**src/sv/gbts_pkg.sv**
```systemverilog
package gbts_pkg;

   // store geometry
   localparam int CAPACITY = 4096;
   localparam int ADDR_W   = $clog2(CAPACITY);
   localparam int POS_W    = 13;
   localparam int DELTA_W  = 14;

   typedef logic [2:0]                req_code_type;
   typedef logic [7:0]                byte_type;
   typedef logic [POS_W-1:0]          pos_type;
   typedef logic signed [DELTA_W-1:0] delta_type;
   typedef logic [1:0]                status_type;
   typedef logic [ADDR_W-1:0]         addr_type;

   localparam pos_type CAP_POS = POS_W'(CAPACITY);

   // request codes
   localparam req_code_type REQ_INSERT   = 3'd0;
   localparam req_code_type REQ_DELETE   = 3'd1;
   localparam req_code_type REQ_MOVE_REL = 3'd2;
   localparam req_code_type REQ_MOVE_ABS = 3'd3;
   localparam req_code_type REQ_READ     = 3'd4;

   // status codes
   localparam status_type ST_OK    = 2'd0;
   localparam status_type ST_FULL  = 2'd1;
   localparam status_type ST_RANGE = 2'd2;

   // memory port bundles
   typedef struct packed {
      logic     en;
      addr_type addr;
      byte_type data;
   } ram_wr_type;

   typedef struct packed {
      logic     en;
      addr_type addr;
   } ram_rd_type;

endpackage

```
**src/sv/gbts_if.sv**
```systemverilog
interface gbts_req_if;
   logic                  valid;
   logic                  ready;
   gbts_pkg::req_code_type req_type;
   gbts_pkg::byte_type     char_in;
   gbts_pkg::delta_type    move_delta;
   gbts_pkg::pos_type      position;

   modport source (output valid, output req_type, output char_in, output move_delta,
                   output position, input ready);
   modport sink   (input valid, input req_type, input char_in, input move_delta,
                   input position, output ready);
endinterface

interface gbts_rsp_if;
   logic                valid;
   logic                ready;
   gbts_pkg::pos_type    cursor_position;
   gbts_pkg::pos_type    text_length;
   gbts_pkg::byte_type   read_byte;
   gbts_pkg::status_type status;

   modport source (output valid, output cursor_position, output text_length,
                   output read_byte, output status, input ready);
   modport sink   (input valid, input cursor_position, input text_length,
                   input read_byte, input status, output ready);
endinterface

```
**src/sv/gbts_ctrl.sv**
```systemverilog
module gbts_ctrl (
   input  logic                 clock,
   input  logic                 reset,
   gbts_req_if.sink             req_ch,
   gbts_rsp_if.source           rsp_ch,
   output gbts_pkg::ram_wr_type ram_wr,
   output gbts_pkg::ram_rd_type ram_rd,
   input  gbts_pkg::byte_type   ram_rd_data
);
   import gbts_pkg::*;

   localparam logic [1:0] S_IDLE    = 2'd0;
   localparam logic [1:0] S_MOVE    = 2'd1;
   localparam logic [1:0] S_RD_WAIT = 2'd2;
   localparam logic [1:0] S_DONE    = 2'd3;

   logic [1:0] state_ff, state_in;
   pos_type    gb_ff, gb_in;
   pos_type    gf_ff, gf_in;
   pos_type    cnt_ff, cnt_in;
   addr_type   rd_addr_ff, rd_addr_in;
   logic       left_ff, left_in;
   logic       wr_pend_ff, wr_pend_in;
   byte_type   rbyte_ff, rbyte_in;

   logic       rsp_valid_ff, rsp_valid_in;
   pos_type    cursor_ff, cursor_in;
   pos_type    length_ff, length_in;
   byte_type   rbyte_out_ff, rbyte_out_in;
   status_type status_ff, status_in;

   logic       out_free;
   logic       accept;
   logic       load;
   byte_type   ld_byte;
   status_type ld_status;

   logic [DELTA_W-1:0] delta_u;
   logic [DELTA_W-1:0] mv_mag;
   logic               mv_left;
   pos_type            avail;
   pos_type            limit;
   pos_type            mv_cnt;
   pos_type            cur_len;
   logic               rd_in_range;
   addr_type           rd_idx;

   assign out_free      = !rsp_valid_ff || rsp_ch.ready;
   assign req_ch.ready  = (state_ff == S_IDLE) && out_free;
   assign accept        = req_ch.valid && req_ch.ready;

   // move distance, clamped to the text ends
   always_comb begin
      delta_u = req_ch.move_delta;
      if (req_ch.req_type == REQ_MOVE_ABS) begin
         mv_left = req_ch.position < gb_ff;
         mv_mag  = mv_left ? {1'b0, gb_ff - req_ch.position}
                           : {1'b0, req_ch.position - gb_ff};
      end else begin
         mv_left = delta_u[DELTA_W-1];
         mv_mag  = mv_left ? (~delta_u + 1'b1) : delta_u;
      end
      avail  = CAP_POS - gf_ff;
      limit  = mv_left ? gb_ff : avail;
      mv_cnt = (mv_mag < {1'b0, limit}) ? mv_mag[POS_W-1:0] : limit;
   end

   // logical read index to physical address
   always_comb begin
      cur_len     = CAP_POS - gf_ff + gb_ff;
      rd_in_range = req_ch.position < cur_len;
      rd_idx      = (req_ch.position < gb_ff) ? req_ch.position[ADDR_W-1:0]
                    : ADDR_W'(gf_ff + (req_ch.position - gb_ff));
   end

   // sequencer
   always_comb begin
      state_in   = state_ff;
      gb_in      = gb_ff;
      gf_in      = gf_ff;
      cnt_in     = cnt_ff;
      rd_addr_in = rd_addr_ff;
      left_in    = left_ff;
      wr_pend_in = 1'b0;
      rbyte_in   = rbyte_ff;
      ram_wr     = '0;
      ram_rd     = '0;
      load       = 1'b0;
      ld_byte    = '0;
      ld_status  = ST_OK;

      case (state_ff)
         S_IDLE: begin
            if (accept) begin
               case (req_ch.req_type)
                  REQ_INSERT: begin
                     load = 1'b1;
                     if (gb_ff == gf_ff) begin
                        ld_status = ST_FULL;
                     end else begin
                        ram_wr.en   = 1'b1;
                        ram_wr.addr = gb_ff[ADDR_W-1:0];
                        ram_wr.data = req_ch.char_in;
                        gb_in       = gb_ff + 1'b1;
                     end
                  end
                  REQ_DELETE: begin
                     load = 1'b1;
                     if (gb_ff != '0) begin
                        gb_in = gb_ff - 1'b1;
                     end
                  end
                  REQ_MOVE_REL, REQ_MOVE_ABS: begin
                     if (mv_cnt == '0) begin
                        load = 1'b1;
                     end else begin
                        state_in   = S_MOVE;
                        cnt_in     = mv_cnt;
                        left_in    = mv_left;
                        rd_addr_in = mv_left ? ADDR_W'(gb_ff - 1'b1) : gf_ff[ADDR_W-1:0];
                     end
                  end
                  REQ_READ: begin
                     if (rd_in_range) begin
                        ram_rd.en   = 1'b1;
                        ram_rd.addr = rd_idx;
                        state_in    = S_RD_WAIT;
                     end else begin
                        load      = 1'b1;
                        ld_status = ST_RANGE;
                     end
                  end
                  default: begin
                     load = 1'b1;
                  end
               endcase
            end
         end
         S_MOVE: begin
            // read side: one byte fetched per cycle
            if (cnt_ff != '0) begin
               ram_rd.en   = 1'b1;
               ram_rd.addr = rd_addr_ff;
               cnt_in      = cnt_ff - 1'b1;
               rd_addr_in  = left_ff ? rd_addr_ff - 1'b1 : rd_addr_ff + 1'b1;
               wr_pend_in  = 1'b1;
            end
            // write side: byte fetched last cycle lands across the gap
            if (wr_pend_ff) begin
               ram_wr.en   = 1'b1;
               ram_wr.data = ram_rd_data;
               if (left_ff) begin
                  ram_wr.addr = ADDR_W'(gf_ff - 1'b1);
                  gb_in       = gb_ff - 1'b1;
                  gf_in       = gf_ff - 1'b1;
               end else begin
                  ram_wr.addr = gb_ff[ADDR_W-1:0];
                  gb_in       = gb_ff + 1'b1;
                  gf_in       = gf_ff + 1'b1;
               end
            end
            if (cnt_ff == '0 && !wr_pend_ff) begin
               state_in = S_DONE;
               rbyte_in = '0;
            end
         end
         S_RD_WAIT: begin
            rbyte_in = ram_rd_data;
            state_in = S_DONE;
         end
         S_DONE: begin
            if (out_free) begin
               load     = 1'b1;
               ld_byte  = rbyte_ff;
               state_in = S_IDLE;
            end
         end
         default: begin
            state_in = S_IDLE;
         end
      endcase
   end

   // output register
   always_comb begin
      rsp_valid_in = rsp_valid_ff;
      cursor_in    = cursor_ff;
      length_in    = length_ff;
      rbyte_out_in = rbyte_out_ff;
      status_in    = status_ff;
      if (load) begin
         rsp_valid_in = 1'b1;
         cursor_in    = gb_in;
         length_in    = CAP_POS - gf_in + gb_in;
         rbyte_out_in = ld_byte;
         status_in    = ld_status;
      end else if (rsp_ch.ready) begin
         rsp_valid_in = 1'b0;
      end
   end

   always_ff @(posedge clock) begin
      if (reset) begin
         state_ff     <= S_IDLE;
         gb_ff        <= '0;
         gf_ff        <= CAP_POS;
         wr_pend_ff   <= 1'b0;
         rsp_valid_ff <= 1'b0;
      end else begin
         state_ff     <= state_in;
         gb_ff        <= gb_in;
         gf_ff        <= gf_in;
         wr_pend_ff   <= wr_pend_in;
         rsp_valid_ff <= rsp_valid_in;
      end
   end

   always_ff @(posedge clock) begin
      cnt_ff       <= cnt_in;
      rd_addr_ff   <= rd_addr_in;
      left_ff      <= left_in;
      rbyte_ff     <= rbyte_in;
      cursor_ff    <= cursor_in;
      length_ff    <= length_in;
      rbyte_out_ff <= rbyte_out_in;
      status_ff    <= status_in;
   end

   assign rsp_ch.valid           = rsp_valid_ff;
   assign rsp_ch.cursor_position = cursor_ff;
   assign rsp_ch.text_length     = length_ff;
   assign rsp_ch.read_byte       = rbyte_out_ff;
   assign rsp_ch.status          = status_ff;

endmodule

```
**src/flat_wrapper.sv**
```systemverilog
// flat-port wrapper written by rule: the top's interface ports become plain ports
module gbts_ctrl_flat import gbts_pkg::*;
  (clock, reset, ram_wr, ram_rd, ram_rd_data, req_ch_valid, req_ch_req_type, req_ch_char_in, req_ch_move_delta, req_ch_position, req_ch_ready, rsp_ch_valid, rsp_ch_cursor_position, rsp_ch_text_length, rsp_ch_read_byte, rsp_ch_status, rsp_ch_ready);
  gbts_req_if req_ch_i ();
  gbts_rsp_if rsp_ch_i ();
  input  logic clock;
  input  logic reset;
  output gbts_pkg::ram_wr_type ram_wr;
  output gbts_pkg::ram_rd_type ram_rd;
  input  gbts_pkg::byte_type ram_rd_data;
  input wire logic [$bits(req_ch_i.valid)-1:0] req_ch_valid;
  input wire logic [$bits(req_ch_i.req_type)-1:0] req_ch_req_type;
  input wire logic [$bits(req_ch_i.char_in)-1:0] req_ch_char_in;
  input wire logic [$bits(req_ch_i.move_delta)-1:0] req_ch_move_delta;
  input wire logic [$bits(req_ch_i.position)-1:0] req_ch_position;
  output wire logic [$bits(req_ch_i.ready)-1:0] req_ch_ready;
  output wire logic [$bits(rsp_ch_i.valid)-1:0] rsp_ch_valid;
  output wire logic [$bits(rsp_ch_i.cursor_position)-1:0] rsp_ch_cursor_position;
  output wire logic [$bits(rsp_ch_i.text_length)-1:0] rsp_ch_text_length;
  output wire logic [$bits(rsp_ch_i.read_byte)-1:0] rsp_ch_read_byte;
  output wire logic [$bits(rsp_ch_i.status)-1:0] rsp_ch_status;
  input wire logic [$bits(rsp_ch_i.ready)-1:0] rsp_ch_ready;
  assign req_ch_i.valid = req_ch_valid;
  assign req_ch_i.req_type = req_ch_req_type;
  assign req_ch_i.char_in = req_ch_char_in;
  assign req_ch_i.move_delta = req_ch_move_delta;
  assign req_ch_i.position = req_ch_position;
  assign req_ch_ready = req_ch_i.ready;
  assign rsp_ch_valid = rsp_ch_i.valid;
  assign rsp_ch_cursor_position = rsp_ch_i.cursor_position;
  assign rsp_ch_text_length = rsp_ch_i.text_length;
  assign rsp_ch_read_byte = rsp_ch_i.read_byte;
  assign rsp_ch_status = rsp_ch_i.status;
  assign rsp_ch_i.ready = rsp_ch_ready;
  gbts_ctrl u_core (.clock(clock), .reset(reset), .req_ch(req_ch_i), .rsp_ch(rsp_ch_i), .ram_wr(ram_wr), .ram_rd(ram_rd), .ram_rd_data(ram_rd_data));
endmodule
```
**config.mk**
```make
export PLATFORM = sky130hd
export DESIGN_NAME = gbts_ctrl_flat
export DESIGN_NICKNAME = d
export VERILOG_FILES = /design/src/sv/gbts_pkg.sv /design/src/sv/gbts_if.sv /design/src/sv/gbts_ctrl.sv /design/src/flat_wrapper.sv
export SDC_FILE = /design/constraint.sdc
export NUM_CORES = 1
export LEC_CHECK = 0
export ABC_AREA = 1
export ABC_CLOCK_PERIOD_IN_PS = 7250
export BUFFER_PORTS_ARGS = -buffer_cell sky130_fd_sc_hd__buf_2
export CORE_MARGIN = 1
export CORE_UTILIZATION = 45
export CTS_BUF_LIST = sky130_fd_sc_hd__clkbuf_4 sky130_fd_sc_hd__clkbuf_8 sky130_fd_sc_hd__clkbuf_16
export DETAILED_ROUTE_END_ITERATION = 8
export GPL_ROUTABILITY_DRIVEN = 1
export HOLD_SLACK_MARGIN = 0.15
export PLACE_DENSITY_LB_ADDON = 0.1
export SLEW_MARGIN = 20
export SYNTH_ARGS = -nofsm -noshare
export SYNTH_HDL_FRONTEND = slang
export SYNTH_SLANG_ARGS = --single-unit
```
**constraint.sdc**
```tcl
create_clock -name clock -period 7.25 [get_ports clock]
set_input_delay 1.45 -clock clock [delete_from_list [all_inputs] [get_ports clock]]
set_output_delay 1.45 -clock clock [all_outputs]
set_load 0.02 [all_outputs]
```
==> Word-level counts from Yosys, hierarchy flattened <==
Index checks and enable logic that the tools add are counted.
{ "op_classes": {"add_sub_neg": 15, "n_mux": 61, "bitwise_logic": 3, "eq_ne": 17, "order_cmp": 3, "reduce_logical": 23} }
{ "ops": {"columns": ["cell", "n"], "rows": [
  ["$mux W13", 19],
  ["$pmux W13 S2", 4],
  ["$mux W12", 8],
  ["$mux W21", 4],
  ["$pmux W21 S2", 1],
  ["$sub A13 B1 Y13 const B", 3],
  ["$mux W14", 2],
  ["$add A13 B1 Y13 const B", 2],
  ["$add A13 B13 Y13", 2],
  ["$logic_not A13 Y1", 2],
  ["$lt A13 B13 Y1", 2],
  ["$reduce_bool A13 Y1", 2],
  ["$sub A13 B13 Y13", 2],
  ["$sub A13 B13 Y13 const A", 2],
  ["$pmux W12 S2", 1],
  ["$pmux W8 S2", 1],
  ["$add A14 B1 Y14 const B", 1],
  ["$lt A14 B13 Y1", 1],
  ["$not A14 Y14", 1],
  ["$eq A13 B13 Y1", 1],
  ["$add A12 B1 Y12 const B", 1],
  ["$add A12 B12 Y12", 1],
  ["$mux W2", 6],
  ["$sub A12 B1 Y12 const B", 1],
  ["other kinds (26)", 52]
]} }
{ "totals": {"word_cells": 135, "out_inout_bits": 72, "ff_bits": 100} }

==> Logic depth before layout (Yosys ltp) <==
Gate-level depths: netlist of run 1.
{ "logic_depth": {"word_depth": 12, "depth_mapped": 35} }

==> Worst setup path after synthesis of run 1 <==
No wires, ideal clock.
{ "synth_timing": {"kind": "input -> register", "from": "in req_ch_position[11]", "to": "reg u_core.cnt_ff[0] (enable)", "setup_ns": 0.415, "arrival_time_ns": 5.642, "stages": 29, "path_slack_ns": 1.193, "t_required_ns": 6.835, "n_path_buf": 4, "path_cell_list": "inv_1 ha_1 buf_2 nand2_2 nor2_2 inv_2 nor2_2 nand2_4 nand2_1 buf_2 buf_2 nand2_1 o221ai_1 inv_1 ha_1 nand2_1 nor2_1 a211oi_1 o21ai_0 inv_1 buf_2 nand3_1 nand2_1 nor2_1 nand2_1 nor2_1 nand2_1 nand2_2 a21oi_1"} }
{ "synth_between": {"elab_chain_cells": 8, "word_cells_on_any_way": 12, "cone_classes": "add/sub: 2; order compare: 2; eq/ne: 1; mux: 5; reduce/logical: 2"} }
{ "synth_lines": {"columns": ["element", "line", "source"], "rows": [
  ["from (decl)", "flat_wrapper.sv:15", "input wire logic [$bits(req_ch_i.position)-1:0] req_ch_position;"],
  ["$sub A13 B13 Y13, or another cell as far along", "gbts_ctrl.sv:58", ": {1'b0, req_ch.position - gb_ff};"],
  ["$mux W13 / $mux W1 (equally long branches)", "gbts_ctrl.sv:57, gbts_ctrl.sv:55", null],
  ["$mux W14 / $mux W13 (equally long branches)", "gbts_ctrl.sv:55, gbts_ctrl.sv:64", null],
  ["$lt A14 B13 Y1", "gbts_ctrl.sv:65", "mv_cnt = (mv_mag < {1'b0, limit}) ? mv_mag[POS_W-1:0] : limit;"],
  ["$mux W13 *", "gbts_ctrl.sv:65", null],
  ["$logic_not A13 Y1 *", "gbts_ctrl.sv:114", "if (mv_cnt == '0) begin"],
  ["$ne A2 B2 Y1 (no source line) *", null, null],
  ["$reduce_and A5 Y1 (no source line) *", null, null],
  ["to (signal assigned)", "gbts_ctrl.sv:219", "cnt_ff <= cnt_in;"],
  ["to (decl)", "gbts_ctrl.sv:20", "pos_type cnt_ff, cnt_in;"]
]} }
Mark *: on every way between the ends. The rest lies on a longest branch, timed or not.
A chain may end at the register's enable or synchronous reset.

==> flow_results.org, run 1 <==
** Routing
- Summed over all layers, the routed wires come to 35900 um.
- After detailed routing, the met3 layer carries 3560 um of wire.
- Detail Route met2 WL :: 15200 um
- Average wire per standard cell :: 17.8 um
- After detailed routing, the number of vias per cell comes to 5.50.
- Routed via count :: 11100
- The first routing iteration left 990 violations.
- Max layer used :: met4
- The detailed router put a total of 16000 um of wire on met1.
- The detail route stage leaves a number of antenna-violating nets equal to 0.
- DRC viols :: 0
- The first detailed-routing pass ran for 7 iterations.

** Critical path
- WP buf/inv :: 6
- Required time of the critical path :: 5800 ps
- Worst-case reg-to-reg path depth :: 29
- Maximum single-stage delay on the critical path :: 430 ps
- Cell with the largest stage delay on the worst path :: sky130_fd_sc_hd__ha_2
- Worst EP arrival :: 5390 ps
- Worst Setup Start Kind :: flip-flop
- The worst setup path is captured at a primary output.
- The worst setup path is of the reg2out kind.
- In this run the worst path has a maximum fanout of 12.
- The kind of cell with the highest combined delay along the critical path is compound AO/OA/AOI/OAI gates.
- By instance count, the cell type seen most on the critical path is sky130_fd_sc_hd__a21oi_1.
- Critical path depth :: 29

** Layout
- Number of standard cells in the final layout excluding fillers :: 2015
- Fill cells :: 2513
- Cells fill 51.6% of the core in the end.
- Ratio of cells with drive above 1 in the final layout :: 11.8%
- Once layout is done, the placed cells without fillers occupy 12200 um2.
- Summing all flip-flop and latch instances after layout gives 2710 um2.
- Compared with the post-synthesis result, the final layout area differs by 11.2%.
- In the final layout, the multi-input gates occupy 7180 um2.
- Count of nets after finishing :: 1863

** STA
- Setup total negative slack on the finished layout was measured at 0 ps.
- Setup violations remaining at the end of the flow were counted as 0.
- Setup slack closes at 409 ps.
- Final-report hold violation count :: 0
- Clock skew on the completed layout was measured at 14.3 ps.
- Final hold analysis gives a worst-case slack of 518 ps.
- Min Tclk post-route :: 6840 ps
- The number of max-slew violations in the final report was 0.
- Derived from the worst setup path, the maximum achievable clock frequency is 146 MHz.
- Measured against its own limit, the worst slew margin works out to 42.0%.
- Final clock period utilization by the worst path :: 94.4%
- Setup repair after global routing left no endpoint under its margin.
- Slew at the pin closest to its max-slew limit :: 869 ps

** CTS
- The number of hold buffers added after CTS was 0.
- No sink is reached through more buffers than the 2 on the longest clock path.
- The H-tree was split into 3 levels.
- TritonCTS built the clock tree.
- Clock latency on the worst-skew pair :: 370 ps
- TritonCTS created 9 clock buffers.
- After clock tree synthesis, the setup repair step added 0 buffers.
- Clk root buf :: sky130_fd_sc_hd__clkbuf_16
- Clock sink count :: 100
- After clock tree synthesis, the clock-pin slew on the worst setup and hold paths is 80 ps.

** Pwr
- The analysis attributes to net switching a power of 1.66 mW.
- Sequential share of power :: 26.2%
- Cell internal power dissipation :: 1.73 mW
- Power per standard cell area :: 277 nW/um2
- Portion of total power attributed to the clock network :: 15.0%
- Sw Ratio :: 48.9%
- Total design power :: 3.39 mW
- The analysis attributes to cell leakage a power of 5.91 nW.
- Logic gate share of total power :: 58.8%
- VDD sags by at most 0.194 mV.

** Die
- Area of the die :: 25100 um2
- The total area inside the core boundary comes to 23700 um2.
- Die width :: 158 um
- Starting density of the core :: 46.4%
- I/O pin count :: 122
- Measured along the y axis, the die boundary spans 158 um.
- Number of placement rows :: 56

** Synth
- Number of enable-type register cells in the synthesized netlist :: 70
- Ys Warns :: 0
- Summing every instance area after synthesis gives 11000 um2.
- The synthesized design devotes to its leading area cell type 19.1% of total area.
- Synthesis produced a netlist with a net count of 1776.
- Synthesis inferred 100 register bits.
- Most area-hungry cell type in the Yosys netlist :: sky130_fd_sc_hd__edfxtp_1
- Top FF cell, synth :: sky130_fd_sc_hd__edfxtp_1
- In the synthesized netlist the async set-or-reset flop fraction comes to 0%.
- After synthesis, flip-flops and latches occupy 24.6% of the total area.
- Syn_area_per_cell :: 6.86 um2
- Gate count of the mapped netlist :: 1603
- Yosys attributes the largest share of cell area to sky130_fd_sc_hd__edfxtp_1 (19%), sky130_fd_sc_hd__ha_1 (13%), sky130_fd_sc_hd__nand2_1 (10%).
- Synthesis instantiated 55 different standard cells from the library.

** Place
- Once placement finished, the instance area stood at 11900 um2.
- GPL Wtd Cong :: 0.960
- PortBufs :: 121
- Pre-CTS setup slack :: 81.7 ps
- Detailed placement ended at an HPWL of 28700 um.
- Total instance count after detailed placement :: 1998

** Global routing
- The via count of the first global-routing pass was 9965.
- GRT Util Overall :: 29.1%
- The number of antenna violations at the first check in global routing is 1.
- The first global-routing pass estimated 55100 um of wire.
- Entering global routing, the biggest net connects 52 pins.
- Remaining global-route overflow :: 0

** Flow run
- The tool flagged a number of max-cap violations equal to 0.

** Status
- Outcome :: completed

** Min path
- Worst Hold Path Cells :: 2
- Worst min-delay path category :: reg2reg
[power groups by stage]
stage               combinational (mW)  sequential, mW  clock [mW]
finish                            1.99           0.889       0.509
CTS                               1.97           0.889       0.517
global route                      2.23           0.903       0.535
global placement                  1.93           0.900           0
detailed placement                1.95           0.900           0
floorplan                         1.34           0.953           0
[sequential cells by signal, indices dropped and copies added (netlist names)]
name	cells
u_core.rsp_ch.valid	1
u_core.rd_addr_ff	12
u_core.gf_ff	13
u_core.rbyte_ff	8
u_core.state_ff	2
u_core.cnt_ff	13
u_core.left_ff	1
u_core.rsp_ch.text_length	13
u_core.rsp_ch.status	2
u_core.rsp_ch.cursor_position	13
u_core.wr_pend_ff	1
u_core.rsp_ch.read_byte	8
u_core.gb_ff	13
[logic make-up (layout without fill, tap and decap cells)]
family	count (synthesis)	in the layout	share of synthesized area [%]
buffers and inverters	295	387	10.3
AOI/OAI and AO/OA	397	397	20.4
other	0	1	0
adders and majority gates	123	123	14.4
xor gates and xnor gates	88	88	7.01
muxes	2	2	0.193
and+or+nand+nor	598	598	23.1
DFF	100	100	24.6
[worst register-to-register path, delay by kind of cell, from the launching register on]
family,cells,cell delay [ps]
AND/OR/NAND/NOR,18,1990
AO/OA/AOI/OAI,4,1300
buffers and inverters,5,1030
flip-flops,1,590
adder cells (fa/ha/maj),2,560
[final cells by class]
class / instances / area share (%)
Clock buffer: 9 / 1.84
Multi-Input combinational cell: 1208 / 58.7
Timing Repair Buffer: 140 / 6.22
Clock inverter: 7 / 0.706
Tap cell: 319 / 3.26
Antenna cell: 1 / 0.0205
Inverter: 231 / 7.09
Sequential cell: 100 / 22.1
[path summary, 6_finish.rpt]
check	from	endpoint	slack [ps]
setup / recovery	u_core.gf_ff[1]$_SDFF_PP0_	ram_rd[11]	410
hold / removal	u_core.state_ff[1]$_SDFFE_PP0P_	u_core.state_ff[1]$_SDFFE_PP0P_	520
setup reg to reg	u_core.gb_ff[3]$_SDFF_PP0_	u_core.rsp_ch.cursor_position[2]$_DFFE_PP_	1440
hold reg to reg	u_core.state_ff[1]$_SDFFE_PP0P_	u_core.state_ff[1]$_SDFFE_PP0P_	520
[cells in the mapped netlist (all sizes together), types with 5 or more instances]
cell type,count
a21o,6
a21oi,121
a22o,9
a22oi,9
a31oi,11
and2,12
buf,21
clkbuf,43
clkinv,8
dfxtp,30
edfxtp,70
fa,6
ha,117
inv,223
nand2,316
nand3,61
nand4,5
nor2,165
nor3,27
o2111ai,7
o211ai,8
o21ai,178
o21bai,6
o22ai,19
o31ai,6
xnor2,16
xor2,72
[routing by layer]
metal | global-route usage [%] | vias up
met1 | 39.9 | 5052
met4 | 10.1 | 0
met3 | 8.11 | 66
met2 | 43.5 | 442
li1 | - | 5523
met5 | 0 | -
[what timing repair did]
item                       4_1_cts  5_1_grt
hold endpoints to repair         0        0
setup endpoints to repair       13       13
resized for setup                3        9
gates cloned                     0        0
[placed cells by master, fill, tap and decap left out, types with 9 or more instances in the layout]
| cell | instances |
|---|---|
| sky130_fd_sc_hd__a21oi_1 | 117 |
| sky130_fd_sc_hd__buf_2 | 121 |
| sky130_fd_sc_hd__nand2_1 | 305 |
| sky130_fd_sc_hd__inv_1 | 216 |
| sky130_fd_sc_hd__nor3_1 | 24 |
| sky130_fd_sc_hd__and2_1 | 12 |
| sky130_fd_sc_hd__buf_4 | 18 |
| sky130_fd_sc_hd__dfxtp_1 | 28 |
| sky130_fd_sc_hd__a31oi_1 | 11 |
| sky130_fd_sc_hd__ha_1 | 116 |
| sky130_fd_sc_hd__xor2_1 | 72 |
| sky130_fd_sc_hd__edfxtp_1 | 70 |
| sky130_fd_sc_hd__a22o_1 | 9 |
| sky130_fd_sc_hd__xnor2_1 | 15 |
| sky130_fd_sc_hd__nand3_1 | 59 |
| sky130_fd_sc_hd__o21ai_0 | 170 |
| sky130_fd_sc_hd__a22oi_1 | 9 |
| sky130_fd_sc_hd__clkbuf_16 | 9 |
| sky130_fd_sc_hd__o22ai_1 | 19 |
| sky130_fd_sc_hd__nor2_1 | 160 |
Note: power is estimated with default switching activity, not from simulation.
==> run 2: changes to the inputs <==
BUFFER_PORTS_ARGS = unset   (was -buffer_cell sky130_fd_sc_hd__buf_2)
DONT_BUFFER_PORTS = 1   (was unset)
==> run 2 against run 1 <==
Critical path depth is 2 lower. Via count is 3.9% lower. Die area stayed put. Cell count is 5.5% lower. Highest routed layer unchanged. Setup slack better by 12 ps. Power is 1.7% lower. First-iteration DRC count is 11% higher. Largest power group unchanged. Clock skew is 4.6 ps higher. Clock power is 2% higher.
==> flow_results.org, run 2 (synthesized netlist as in run 1, its figures left out) <==
** STA
- The portion of the clock cycle consumed by the worst path in the final layout came to 94.2% (was 94.4%).
- Slew at the pin closest to its max-slew limit :: 1060 ps (was 869 ps)
- Unrepaired setup endpoints after global routing :: no (unchanged)
- Rel. slew slack :: 28.6% (was 42.0%)
- The accumulated negative setup slack was 0 ps (unchanged).
- The maximum operating frequency is 146 MHz (about the same).
- Final Worst Setup Slack :: 422 ps (was 409 ps)
- Clock skew after layout :: 18.9 ps (was 14.3 ps)
- The number of setup violations in the final report came to 0 (unchanged).
- The number of max-slew violations in the final report was 0 (unchanged).
- Min Tclk post-route :: 6830 ps (was 6840 ps)
- Minimum hold slack :: 509 ps (was 518 ps)
- The number of endpoints with negative hold slack in the final report is 0 (unchanged).

** Pwr
- Max VDD drop :: 0.210 mV (was 0.194 mV)
- The leakage power summed over all cells was 5.43 nW (was 5.91 nW).
- Power per standard cell area :: 285 nW/um2 (was 277 nW/um2)
- The power after layout came to 3.33 mW (was 3.39 mW).

** Min path
- The type of the most critical hold path was reg2reg (unchanged).
- The startpoint of the most critical hold path was u_core.state_ff[1]$_SDFFE_PP0P_ (unchanged).

** Die
- The site row count is 56 (unchanged).
- Starting density of the core :: 46.4% (unchanged)
- Core Region :: 23700 um2 (unchanged)
- Die Y-Extent :: 158 um (unchanged)
- Area of the die :: 25100 um2 (unchanged)
- I/O pin count :: 122 (unchanged)
- Die width :: 158 um (unchanged)

** CTS
- The number of buffers on the longest clock path came to 2 (unchanged).
- Clk root buf :: sky130_fd_sc_hd__clkbuf_16 (unchanged)
- Clock tree from TritonCTS :: built (unchanged)
- The worst-skew pair later-pin latency was 370 ps (about the same).
- Register clock-pin slew on the reported worst setup and hold paths :: 80 ps (about the same)
- CTS H-tree lvls :: 3 (unchanged)
- The TritonCTS buffer count is 9 (unchanged).
- The number of sinks handled by clock tree synthesis is 100 (unchanged).
- Cts hold-fix bufs :: 0 (unchanged)

** Critical path
- The critical register-to-register path startpoint was u_core.gb_ff[10]$_SDFF_PP0_ (was u_core.gb_ff[3]$_SDFF_PP0_).
- Cell with the largest stage delay on the worst path :: sky130_fd_sc_hd__dfxtp_1 (was sky130_fd_sc_hd__ha_2)
- The category of the worst setup path capture point is a primary output (unchanged).
- The maximum fanout encountered on the critical timing path was 12 (unchanged).
- Source of the critical timing path :: u_core.gf_ff[0]$_SDFF_PP0_ (was u_core.gf_ff[1]$_SDFF_PP0_)
- The critical path start-end classification was reg2out (unchanged).
- Required time of the critical path :: 5800 ps (about the same)
- The delay contributed by the slowest stage of the critical path was 490 ps (was 430 ps).
- Worst Setup Start Kind :: flip-flop (unchanged)
- Worst EP arrival :: 5380 ps (was 5390 ps)

** Place
- Detailed placer's ending HPWL :: 29400 um (was 28700 um)
- The post-detailed-placement cell area came to 11400 um2 (was 11900 um2).
- The post-place setup slack was 601 ps (was 81.7 ps).
- The final estimated routing congestion in global placement came to 0.970 (was 0.960).
- The number of input and output port buffers inserted was 0 (was 121).
- Total instance count after detailed placement :: 1889 (was 1998)

** Routing
- The average wire length per cell after detail routing came to 19.2 um (was 17.8 um).
- The DRC violation count after routing was 0 (unchanged).
- The number of vias per cell came to 5.59 (was 5.50).
- The number of iterations in the first detailed-routing pass is 6 (was 7).
- Iter 0 DRT Violations :: 1095 (was 990)
- The detailed-route via count was 10700 (was 11100).
- Post-route ant nets :: 0 (unchanged)
- The total wire length after detailed routing was 36600 um (was 35900 um).

** Status
- Outcome: completed (unchanged).

** Layout
- The most frequent standard cell in the layout excluding fill and tap cells is sky130_fd_sc_hd__nand2_1 (unchanged).
- Count of nets after finishing :: 1754 (was 1863)
- The share of layout cells above drive strength 1 was 5.42% (was 11.8%).
- The cell area after layout is 11700 um2 (was 12200 um2).
- Commonest cells after routing, fill and taps aside :: sky130_fd_sc_hd__nand2_1 (305), sky130_fd_sc_hd__inv_1 (217), sky130_fd_sc_hd__o21ai_0 (173), sky130_fd_sc_hd__nor2_1 (161) (was sky130_fd_sc_hd__nand2_1 (305), sky130_fd_sc_hd__inv_1 (216), sky130_fd_sc_hd__o21ai_0 (170), sky130_fd_sc_hd__nor2_1 (160), sky130_fd_sc_hd__buf_2 (121))
- The core occupancy in the finished layout was 49.4% (was 51.6%).
- The area growth from synthesis to layout came to 6.32% (was 11.2%).
- The count of non-filler cells in the finished layout came to 1905 (was 2015).
- Final antenna diode count :: 0 (was 1)

** Global routing
- The via count of the first global-routing pass came to 9998 (was 9965).
- The number of antenna violations at the first check in global routing was 0 (was 1).
- Remaining global-route overflow :: 0 (unchanged)
- The first-pass GRT wire length is 56600 um (was 55100 um).
- Maximum number of pins on one net before global-route repair :: 52 (unchanged)
- GRT Util Overall :: 29.9% (was 29.1%)

** Flow run
- Max Cap Viol :: 0 (unchanged)
-- run 2: cell count changes in the layout (fill, tap and decap cells not counted), sizes merged --
cell   change
diode      -1
buf      -109
-- run 2: area by class of cell --
cell class / count / area, um2
clock buffer: 9 / 225
clock inverter: 7 / 88.8
fill: 2521 / 12000
inverter: 231 / 867
multi-input combinational: 1208 / 7170
sequential: 100 / 2700
tap: 319 / 399
timing repair buffer: 31 / 233
-- run 2: final timing paths --
path	to	slack [ps]	cells past startpoint
max	ram_rd[11]	420	27
min	u_core.state_ff[1]$_SDFFE_PP0P_	510	2
max reg2reg	u_core.rsp_ch.cursor_position[2]$_DFFE_PP_	1490	30
min reg2reg	u_core.state_ff[1]$_SDFFE_PP0P_	510	2
-- run 2: worst max-delay path, delay by kind of cell, from the launching register on --
| family | cells | cell delay (ps) |
|---|---|---|
| adders and majority gates | 3 | 1130 |
| buffers and inverters | 4 | 520 |
| DFF | 1 | 490 |
| xor gates and xnor gates | 1 | 150 |
| and+or+nand+nor | 8 | 1110 |
| AOI/OAI and AO/OA | 11 | 1620 |
-- run 2: per-layer routing --
metal | vias to the layer above | part of all wire, % | track usage, %
met4 | 0 | 2.0 | 8.29
met1 | 4913 | 47 | 43.3
met2 | 397 | 43 | 45.1
met5 | - | 0 | 0
met3 | 42 | 8.1 | 5.39
li1 | 5299 | - | -
-- run 2: report_power, final --
| part | internal, mW | switching [mW] | total (mW) |
|---|---|---|---|
| sequential | 0.815 | 0.175 | 0.990 |
| clock | 0.251 | 0.267 | 0.518 |
| combinational | 0.620 | 1.20 | 1.82 |
-- run 2: what timing repair did --
item / 4_1_cts / 5_1_grt
setup endpoints to repair: 0 / 12
setup buffers: 0 / 0
gates resized for setup: 0 / 3
==> run 3: changes to the inputs <==
ABC_CLOCK_PERIOD_IN_PS = 5700   (was 7250)
BUFFER_PORTS_ARGS = -buffer_cell sky130_fd_sc_hd__buf_4   (was unset)
DONT_BUFFER_PORTS = unset   (was 1)
clock period = 5.7 ns   (was 7.25 ns; I/O delays follow)
==> run 3 against run 2 <==
Power increased by 42%. Clock skew about the same. Utilization increased by 8.9 points. Global-route usage increased by 1.1 points. Count of clock-buffer cells in the layout is the same. Setup slack lost 560 ps. The flow now finishes with violations (negative setup slack). Largest power group unchanged. Routed wire length is 7.0% higher. Register-to-register slack got worse by 990 ps. Combinational power is 63% higher.
==> flow_results.org, run 3 (synthesized netlist as in run 1, its figures left out) <==
** Critical path
- The arrival time at the worst endpoint came to 4700 ps (was 5380 ps).
- The category of the worst setup path capture point is a primary output (unchanged).
- Critical path class :: reg2out (unchanged)
- Worst Setup Start Kind :: flip-flop (unchanged)
- The maximum fanout encountered on the critical timing path is 7 (was 12).
- Register-to-register setup slack :: 500 ps (was 1490 ps)
- The required time of the worst setup path came to 4560 ps (was 5800 ps).
- Cell with the largest stage delay on the worst path :: sky130_fd_sc_hd__dfxtp_1 (unchanged)
- Maximum single-stage delay on the critical path :: 330 ps (was 490 ps)

** CTS
- The TritonCTS buffer count is 9 (unchanged).
- Clock sink count :: 100 (unchanged)
- Clock latency on the worst-skew pair :: 380 ps (was 370 ps)
- The number of H-tree levels was 3 (unchanged).
- Register clock-pin slew on the reported worst setup and hold paths :: 80 ps (about the same)
- Clock tree from TritonCTS :: built (unchanged)
- Cts hold-fix bufs :: 0 (unchanged)
- The number of buffers on the longest clock path came to 2 (unchanged).
- The clock root buffer was sky130_fd_sc_hd__clkbuf_16 (unchanged).

** STA
- The number of endpoints with negative hold slack in the final report is 0 (unchanged).
- Of the available clock period, the critical path in the final layout requires 102%.
- Clock skew after layout :: 19.4 ps (was 18.9 ps)
- The smallest clock period supported by the final layout is computed as 5840 ps.
- Rel. slew slack :: 37.7% (was 28.6%)
- Unrepaired setup endpoints after global routing :: yes (was no)
- Max frequency :: 171 MHz
- The number of max-slew violations in the final report was 0 (unchanged).
- The post-route worst setup slack came to -141 ps (was 422 ps).
- Accumulated negative setup slack :: -1100 ps (was 0 ps)
- Setup-violating endpoint count in the final report :: 12 (was 0)
- The worst-margin pin slew is 925 ps (was 1060 ps).

** Global routing
- Global-route wire length before repair :: 58200 um (was 56600 um)
- The number of antenna violations at the first check in global routing is 3 (was 0).
- Via count of the first global-routing pass :: 10500 (was 9998)
- GRT Util Overall :: 31.0% (was 29.9%)
- Maximum number of pins on one net before global-route repair :: 52 (unchanged)
- Remaining global-route overflow :: 0 (unchanged)

** Flow run
- The max-capacitance violation count is 0 (unchanged).

** Routing
- The number of DRC markers in iteration 0 is 1212 (was 1095).
- Routed via count :: 11700 (was 10700)
- Detailed-router iteration count before antenna repair :: 6 (unchanged)
- Average wire per standard cell :: 18.2 um (was 19.2 um)
- DRC viols :: 0 (unchanged)
- The number of vias per cell was 5.45 (was 5.59).
- The total wire length after detailed routing was 39100 um (was 36600 um).
- Post-route ant nets :: 0 (unchanged)

** Layout
- Ratio of cells with drive above 1 in the final layout :: 20.4% (was 5.42%)
- Commonest cells after routing, fill and taps aside: sky130_fd_sc_hd__nand2_1 (302), sky130_fd_sc_hd__buf_4 (258), sky130_fd_sc_hd__inv_1 (214), sky130_fd_sc_hd__o21ai_0 (160), sky130_fd_sc_hd__nor2_1 (158) (was sky130_fd_sc_hd__nand2_1 (305), sky130_fd_sc_hd__inv_1 (217), sky130_fd_sc_hd__o21ai_0 (173), sky130_fd_sc_hd__nor2_1 (161)).
- The combined area of the multi-input logic cells is 7400 um2 (was 7170 um2).
- The count of non-filler cells in the finished layout is 2148 (was 1905).
- The area growth from synthesis to layout is 25.5% (was 6.32%).
- The sequential cell area is 2700 um2 (about the same).
- Count of nets after finishing :: 1996 (was 1754)
- Most common cell after layout, fill and taps aside :: sky130_fd_sc_hd__nand2_1 (unchanged)
- Fill cells :: 2362 (was 2521)

** Die
- Core Region :: 23700 um2 (unchanged)
- Die Y-Extent :: 158 um (unchanged)
- The die outline area was 25100 um2 (unchanged).
- The top-level I/O count came to 122 (unchanged).
- Starting density of the core :: 46.4% (unchanged)
- The die outline width is 158 um (unchanged).
- The site row count came to 56 (unchanged).

** Pwr
- Sequential share of power :: 23.4% (was 29.7%)
- The share of total power consumed by net switching is 47.4% (was 49.4%).
- The total net switching power is 2.24 mW (was 1.65 mW).
- Leakage power figure :: 6.70 nW (was 5.43 nW)
- The part of the power in the clock network came to 13.8% (was 15.5%).
- Cell internal power dissipation :: 2.48 mW (was 1.69 mW)
- The power per unit of standard cell area came to 342 nW/um2 (was 285 nW/um2).
- The share of power burned in combinational logic is 62.8% (was 54.8%).
- Max VDD drop :: 0.355 mV (was 0.210 mV)

** Place
- The final estimated routing congestion in global placement is 0.952 (was 0.970).
- The number of input and output port buffers inserted came to 121 (was 0).
- The half-perimeter wire length after detailed placement is 31700 um (was 29400 um).
- Total instance count after detailed placement :: 2113 (was 1889)

** Status
- Outcome :: finished with violations (was completed)
- The final reports fail on negative setup slack.

** Min path
- The type of the most critical hold path was reg2reg (unchanged).
run 3: cell types whose count changed in the layout (fill, tap and decap cells not counted), sizes merged:
cell and change:
buf +242, clkinvlp +1, diode +1, inv -1
run 3: layer usage:
layer	track usage (%)	routed length [um]	up-vias
li1	-	-	5787
met1	43.8	18200	5433
met2	47.6	17200	428
met3	5.61	2850	64
met4	9.66	967	0
met5	0	0	-
run 3: final cells by class:
class / count / area share, %
Clock inverter: 7 / 0.544
Sequential cell: 100 / 19.6
Clock buffer: 9 / 1.63
Inverter: 231 / 6.28
Multi-Input combinational cell: 1208 / 53.7
Tap cell: 319 / 2.89
Antenna cell: 1 / 0.0181
Timing Repair Buffer: 273 / 15.4
run 3: through the flow:
step	hold WS (ps)	area [um2]	setup slack, ps	total power [mW]	util (%)
2_1_floorplan	481	11000	109	2.92	-
3_3_place_gp	498	13100	-83.1	3.92	55.2
3_5_place_dp	498	13100	-159	3.94	55.2
4_1_cts	510	13400	10.6	4.62	56.7
5_1_grt	536	13800	-409	5.08	58.3
6_report	506	13800	-141	4.72	58.3
run 3: worst max-delay path, delay by kind of cell, from the launching register on:
family	cells	cell delay, ps
DFF	1	330
xor gates and xnor gates	2	400
buffers and inverters	4	510
adders and majority gates	2	590
AOI/OAI and AO/OA	11	1670
and+or+nand+nor	7	840
run 3: path summary, 6_finish.rpt:
check | to | start | depth (start not counted)
setup reg to reg | u_core.rsp_ch.text_length[11]$_DFFE_PP_ | u_core.gf_ff[0]$_SDFF_PP0_ | 32
hold reg to reg | u_core.state_ff[1]$_SDFFE_PP0P_ | u_core.state_ff[1]$_SDFFE_PP0P_ | 2
hold / removal | u_core.state_ff[1]$_SDFFE_PP0P_ | u_core.state_ff[1]$_SDFFE_PP0P_ | 2
setup / recovery | ram_rd[2] | u_core.gf_ff[1]$_SDFF_PP0_ | 26
run 3: power by group through the flow:
| stage | Sequential [mW] | Combinational (mW) | Clock, mW |
|---|---|---|---|
| 2_1_floorplan | 1.21 | 1.70 | 0 |
| 3_5_place_dp | 1.12 | 2.82 | 0 |
| 4_1_cts | 1.11 | 2.86 | 0.660 |
| 3_3_place_gp | 1.12 | 2.80 | 0 |
| 6_report | 1.11 | 2.96 | 0.651 |
| 5_1_grt | 1.12 | 3.27 | 0.687 |
run 3: timing repair:
item / CTS / global route
endpoints found under the setup margin: 13 / 49
resized for setup: 15 / 69
setup buffers: 3 / 15
pin swaps: 4 / 27
hold endpoints to repair: 0 / 0
